**config.mk**
```make
export PLATFORM = sky130hd
export DESIGN_NAME = swm_queue
export DESIGN_NICKNAME = d
export VERILOG_FILES = /design/src/rtl/swm_pkg.sv /design/src/rtl/swm_queue.sv
export SDC_FILE = /design/constraint.sdc
export NUM_CORES = 1
export LEC_CHECK = 0
export ABC_AREA = 1
export BUFFER_PORTS_ARGS = -buffer_cell sky130_fd_sc_hd__buf_4
export CORE_MARGIN = 10
export CORE_UTILIZATION = 48
export DETAILED_ROUTE_END_ITERATION = 10
export PLACE_DENSITY = 0.73
export SYNTH_ARGS = -nofsm -noshare
export SYNTH_HDL_FRONTEND = slang
export SYNTH_SLANG_ARGS = --single-unit
```
**constraint.sdc**
```tcl
create_clock -name clk_i -period 1.5 [get_ports clk_i]
set_input_delay 0.075 -clock clk_i [delete_from_list [all_inputs] [get_ports clk_i]]
set_output_delay 0.075 -clock clk_i [all_outputs]
set_load 0.02 [all_outputs]
```
**src/rtl/swm_pkg.sv**
```systemverilog
// shared types and constants of the sliding window median block
package swm_pkg;

  localparam int unsigned WS_W = 7;
  localparam logic [WS_W-1:0] WS_RESET = 7'd3;
  localparam int unsigned IO_W = 32;

  // what the front decided for one sample
  typedef struct packed {
    logic evict;
    logic emit;
  } swm_ctrl_t;

endpackage

```
**src/rtl/swm_queue.sv**
```systemverilog
// small first-in first-out queue with push/full and pop/empty sides
module swm_queue
  import swm_pkg::*;
#(
  parameter int unsigned DEPTH  = 2,
  parameter int unsigned DATA_W = 8
) (
  input  logic                         clk_i,
  input  logic                         rst_ni,
  input  logic                         push_i,
  input  logic [DATA_W-1:0]            wdata_i,
  output logic                         full_o,
  input  logic                         pop_i,
  output logic [DATA_W-1:0]            rdata_o,
  output logic                         empty_o,
  output logic [$clog2(DEPTH+1)-1:0]   count_o
);

  localparam int unsigned PTR_W = (DEPTH > 1) ? $clog2(DEPTH) : 1;
  localparam int unsigned CNT_W = $clog2(DEPTH + 1);

  logic [DATA_W-1:0] mem_q [DEPTH];
  logic [PTR_W-1:0]  wr_ptr_q, wr_ptr_d;
  logic [PTR_W-1:0]  rd_ptr_q, rd_ptr_d;
  logic [CNT_W-1:0]  count_q, count_d;
  logic              do_push, do_pop;

  function automatic logic [PTR_W-1:0] wrap_inc(input logic [PTR_W-1:0] p);
    logic [PTR_W-1:0] r;
    if (p == PTR_W'(DEPTH - 1)) begin
      r = '0;
    end else begin
      r = p + PTR_W'(1);
    end
    return r;
  endfunction

  assign full_o  = (count_q == CNT_W'(DEPTH));
  assign empty_o = (count_q == '0);
  assign do_push = push_i && !full_o;
  assign do_pop  = pop_i && !empty_o;
  assign rdata_o = mem_q[rd_ptr_q];
  assign count_o = count_q;

  always_comb begin
    wr_ptr_d = do_push ? wrap_inc(wr_ptr_q) : wr_ptr_q;
    rd_ptr_d = do_pop ? wrap_inc(rd_ptr_q) : rd_ptr_q;
    count_d  = count_q;
    if (do_push && !do_pop) begin
      count_d = count_q + CNT_W'(1);
    end else if (do_pop && !do_push) begin
      count_d = count_q - CNT_W'(1);
    end
  end

  always_ff @(posedge clk_i or negedge rst_ni) begin
    if (!rst_ni) begin
      wr_ptr_q <= '0;
      rd_ptr_q <= '0;
      count_q  <= '0;
    end else begin
      wr_ptr_q <= wr_ptr_d;
      rd_ptr_q <= rd_ptr_d;
      count_q  <= count_d;
    end
  end

  always_ff @(posedge clk_i) begin
    if (do_push) begin
      mem_q[wr_ptr_q] <= wdata_i;
    end
  end

endmodule

```
======== Yosys cells after proc, flatten, opt, wreduce, memory -nomap -nowiden ========
Memory sizes are Yosys's and may differ from the RTL's.
Cells that the tools add are included.
storage, ports and cells
  flip-flop bits (word level) ............. 4
  RAM bits ................................ 16
  logic and storage cells ................. 25
  memories ................................ 1
memory list
  name   words  width  rd ports  clocked after memory_dff  wr ports  RTL line         source
  mem_q  2      8      1         0                         1         swm_queue.sv:22  logic [DATA_W-1:0] mem_q [DEPTH];
cells by class
  add/subtract/negate cells ............... 4
  equal/unequal tests ..................... 1
  muxes and demuxes ....................... 6
  reduce and logical (&&, ||, !) cells .... 10
operators by type and width
  cell                                               count
  logical AND 1 bit                                  4
  logical NOT 1 bit                                  4
  2-to-1 mux 1 bit                                   4
  2-to-1 mux 2 bit                                   2
  adder 1 bit (second input constant)                2
  adder 2 x 1 -> 2 bit (second input constant)       1
  == test 2 bit (second input constant)              1
  logical NOT 2 bit                                  1
  nonzero test 2 bit                                 1
  subtractor 2 x 1 -> 2 bit (second input constant)  1

======== Depth between registers and ports, before layout ========
  depth after elaboration ................. 7
  depth in mapped cells ................... 9
  mapped depth without buffers ............ 9

======== Worst setup path after synthesis ========
No wires, ideal clock.
  path type ............................... register to register
  start point ............................. reg count_q[1] (netlist: count_o[1])
  end point ............................... reg count_q[1] (netlist: count_o[1])
  library setup time ...................... 0.117 ns
  arrival time ............................ 1.436 ns
  data required time ...................... 1.383 ns
  slack ................................... -0.054 ns
  cell stages (with the launch flop) ...... 9
  period minus slack after synthesis ...... 1.554 ns
  cells stage by stage .................... dfrtp_1 -> inv_1 -> nor2_2 -> nor2_2 -> ha_1 -> inv_1 -> nand3_1 -> nand2_1 -> nand2_1
between the ends
  word-level cells in the longest chain between the ends .. 6
  elaborated cells on any way between the ends .. 15
RTL lines
  item                                 RTL line         source
  start, declared                      swm_queue.sv:25  logic [CNT_W-1:0] count_q, count_d;
  start signal, assigned               swm_queue.sv:64  count_q <= count_d;
  == test 2 bit (*)                    swm_queue.sv:38  assign full_o = (count_q == CNT_W'(DEPTH));
  named net full_o                     swm_queue.sv:12  output logic full_o,
  logical NOT 1 bit (*)                swm_queue.sv:40  assign do_push = push_i && !full_o;
  logical AND 1 bit (*)                swm_queue.sv:40
  named net do_push                    swm_queue.sv:26  logic do_push, do_pop;
  logical NOT 1 bit                    swm_queue.sv:51  end else if (do_pop && !do_push) begin
  logical AND 1 bit                    swm_queue.sv:51
  nonzero test 2 bit (no source line)  -
Mark *: on every way through the listed nets, which the timed path passes. The rest lies on a longest branch. The select of a mux whose other input is x is not followed.
A chain may end at the register's enable or synchronous reset.

======== Worst setup path in the final report ========
  start point ............................. reg count_q[0] (netlist: count_o[0])
  end point ............................... reg count_q[1] (netlist: count_o[1])
between the ends
  word-level cells in the longest chain between the ends .. 6
  elaborated cells on any way between the ends .. 15
RTL lines
  item                                                                            RTL line
  == test 2 bit / logical NOT 2 bit (equally long branches)                       swm_queue.sv:38, swm_queue.sv:39
  logical NOT 1 bit, on equally long branches                                     swm_queue.sv:40, swm_queue.sv:41
  logical AND 1 bit, on equally long branches                                     swm_queue.sv:40, swm_queue.sv:41
  logical NOT 1 bit, on equally long branches                                     swm_queue.sv:51, swm_queue.sv:49
  logical AND 1 bit, on equally long branches                                     swm_queue.sv:51, swm_queue.sv:49
  nonzero test 2 bit (no source line) / 2-to-1 mux 2 bit (equally long branches)  -
Several ways; a longest one is shown, not always the timed one. The select of a mux whose other input is x is not followed.

==> reports/summary.txt <==
========================================================================================
Result of the run ......................................................... finished clean
Clk slew on worst S/H paths ...............................................      0.11 ns
Crit path setup slack, layout .............................................     0.123 ns
Sum of negative setup slack ...............................................         0 ns
IO Pins ...................................................................           24
Area share of the largest cell type after synthesis .......................        59.4%
Number of H-tree levels ...................................................            1
Transition at the pin with the smallest max-transition slack ..............     0.301 ns
Depth of the worst register-to-register path ..............................            6
Post-synthesis cell type count ............................................           14
Number of warnings issued by yosys ........................................            0
Chip Height ...............................................................      61.1 um
Overall global routing resource usage .....................................        9.52%
CP Max Fanout .............................................................            8
Die outline area ..........................................................     3730 um2
Headroom to the max-slew limit ............................................        79.9%
Total gr overflow .........................................................            0
Fraction of power consumed by the clock network ...........................        18.9%
Crit path capture type ....................................................         flop
Total of fill cells in the finished design ................................          101
Mean cell area of the mapped netlist ......................................     11.1 um2
Final Instance Area .......................................................     1160 um2
Root buffer cell ..........................................................     clkbuf_4
Routed Antenna Nets .......................................................            0
Clock tree from TritonCTS .................................................         done
Combinational fraction of design power ....................................        42.4%
Number of remaining DRC errors ............................................            0
Leakage power .............................................................     0.545 nW
Worst reg2reg startpoint ..................................................   count_o[0]
Wire length of the first global-routing pass ..............................      2.68 mm
Timing-limited maximum frequency ..........................................    0.726 GHz
Top cells by area in the synthesized netlist .............................. edfxtp_1, nand2_1, dfrtp_1
CP Buf/Inv Count ..........................................................            1
Number of CTS-inserted buffers ............................................            3
Total wire length after detailed routing ..................................      1.61 mm
Net Count, Synth ..........................................................           86
Count of max-cap constraint violations ....................................            0
Fraction of the cycle the final worst path needs ..........................        91.8%
Core Box Area .............................................................     1560 um2
CP Cell Sequence .......................................................... o21ai_1 -> ha_1 -> inv_1 -> nand3_1 -> nand2_1 -> nand2_1
Class of the most critical hold timing path ............................... input port to flop
Maximum buffer depth of the clock tree ....................................            2
Fraction of the yosys area taken by sequential cells ......................        71.7%
Via count of the first global-routing pass ................................          613
Worst reg2reg path endpoint ...............................................   count_o[1]
Worst-case clock skew .....................................................   0.00168 ns
Flop-to-flop setup slack ..................................................      0.12 ns
Master of the slowest instance on the critical path .......................      dfrtp_2
Number of sinks on the clock net ..........................................           20
Endpoint, Worst Hold ......................................................     rd_ptr_q
Instance area after placement .............................................     1020 um2
Violation count after the first detailed-routing iteration ................            7
# setup viols final .......................................................            0
Global placer's final weighted congestion .................................        0.814
Average via count per standard cell .......................................         4.60
Average detailed-routed wire length per instance ..........................      12.8 um
Routed vias ...............................................................          580
Tot Pwr ...................................................................      2.32 mW
Total half-perimeter wirelength after legalization and detailed placement .      1.18 mm
Final-report max-slew violation count .....................................            0
Starting density of the core ..............................................        51.9%
Critical Path Start Type ..................................................         flop
Switching power share of the total ........................................        37.4%
Final cell count without fillers ..........................................          126
Yosys top cell by area ....................................................     edfxtp_1
Max incr delay on CP ......................................................      0.49 ns
PortBufs ..................................................................           23
Mapped Cells ..............................................................           73
Initial antenna violation count ...........................................            0
Largest voltage drop on the vdd net .......................................      1.38 mV
NetSw .....................................................................       869 uW
Design internal power .....................................................      1.45 mW
Portion of total power attributed to sequential cells .....................        38.7%
Count of TritonRoute iterations in the first routing pass .................            6
Post-layout util ..........................................................        74.6%
Row count .................................................................           14
Worst Hold Launch .........................................................        pop_i
Final Critical Period .....................................................      1.38 ns
Nets ......................................................................          124
Number of storage elements in the synthesis netlist .......................           20
Worst setup timing slack at the placement stage ...........................    0.0135 ns
Hold slack ................................................................   0.00404 ns
Latest clock arrival within the worst-skew pair ...........................      0.30 ns
Most common cell after layout, fill and taps aside ........................      nand2_1
Area of the mapped netlist ................................................      810 um2
Worst endpoint data arrival time ..........................................      1.58 ns
Critical Setup Path Class ................................................. flop to flop
Final Hold Violating Endpoints ............................................            0
Post-CTS setup repair buffer count ........................................            0
Unrepaired setup endpoints after global routing ...........................           no
Post-Place Cells ..........................................................          113
WP data required ..........................................................      1.71 ns
Antenna Cells .............................................................            0
Cell count of the worst hold path .........................................            3
X dimension of the die ....................................................      61.1 um
Fraction of final layout cells with drive strength greater than 1 .........        30.9%
Most numerous cell on the critical path ...................................      nand2_1
Power Density .............................................................  2000 nW/um2
Maximum number of pins on one net before global-route repair ..............           13
Commonest non-fill, non-tap cells in the layout ........................... nand2_1, buf_4, edfxtp_1
Cell family contributing the most delay on the critical path ..............   flip-flops
Area growth from synthesis to layout ......................................        43.6%
========================================================================================
[logic make-up (layout without fill, tap and decap cells)]
| logic type | count (synthesis) | count (layout) | synth area share [%] |
|---|---|---|---|
| simple gates | 40 | 40 | 20.1 |
| flops | 20 | 20 | 71.7 |
| buf+inv | 9 | 46 | 4.33 |
| compound gates | 2 | 2 | 1.24 |
| fa+ha+maj | 1 | 1 | 1.55 |
| xor+xnor | 1 | 1 | 1.08 |
[flip-flops by register name, indices dropped and copies added, names as in the netlist]
name / cells
count_o: 2
wr_ptr_q: 1
mem_q: 16
rd_ptr_q: 1
[routing by layer]
metal	GRT usage, %	vias to the layer above	part of all wire, %
li1	-	310	-
met1	11.2	252	46
met2	15.7	16	48
met3	2.47	2	5.5
met4	4.89	0	1.2
met5	0	-	0
[Yosys cell counts]
cell / number
inv_2: 1
inv_1: 7
nor2_2: 2
nand3b_1: 1
nor2_1: 2
xnor2_1: 1
nand3_1: 1
edfxtp_1: 16
o21ai_0: 2
nand2_1: 33
ha_1: 1
nand4_1: 1
buf_2: 1
dfrtp_1: 4
[what timing repair did]
action                     4_1_cts  5_1_grt
setup endpoints to repair        1        3
hold endpoints to repair        20        0
hold buffers                     9        0
gates resized for setup          1        2
[power groups by stage]
stage	sequential (mW)	combinational (mW)	clock (mW)
2_1_floorplan	0.883	0.585	0
3_3_place_gp	0.897	0.960	0
3_5_place_dp	0.907	0.978	0
4_1_cts	0.893	1.01	0.446
5_1_grt	0.918	1.10	0.468
6_report	0.897	0.984	0.439
[tightest hold or removal path, stage by stage]
cell	delay (ns)
buf_4	0.08
nand3b_1	0.07
nand2_1	0.06
[worst max-delay path by stage]
stage          startpoint          end  slack [ns]  depth (start not counted)
6_report       count_o[0]   count_o[1]        0.12                          6
3_3_place_gp   count_o[0]   count_o[1]        0.05                          6
4_1_cts          rd_ptr_q   rdata_o[4]        0.06                          4
2_1_floorplan  count_o[0]  mem_q[1][0]      -0.009                          2
5_1_grt        count_o[1]   count_o[1]        0.03                          8
3_5_place_dp   count_o[0]   count_o[1]        0.01                          6
[final cells by class]
type                       instances  area (um2)  area share, %
sequential                        20         583           50.2
multi-input combinational         44         199           17.1
clock inverter                     1        30.0           2.58
timing repair buffer              34         278           23.9
clock buffer                       3        22.5           1.94
tap                               16        20.0           1.72
inverter                           8        30.0           2.58
(Power assumes the default switching activity.)
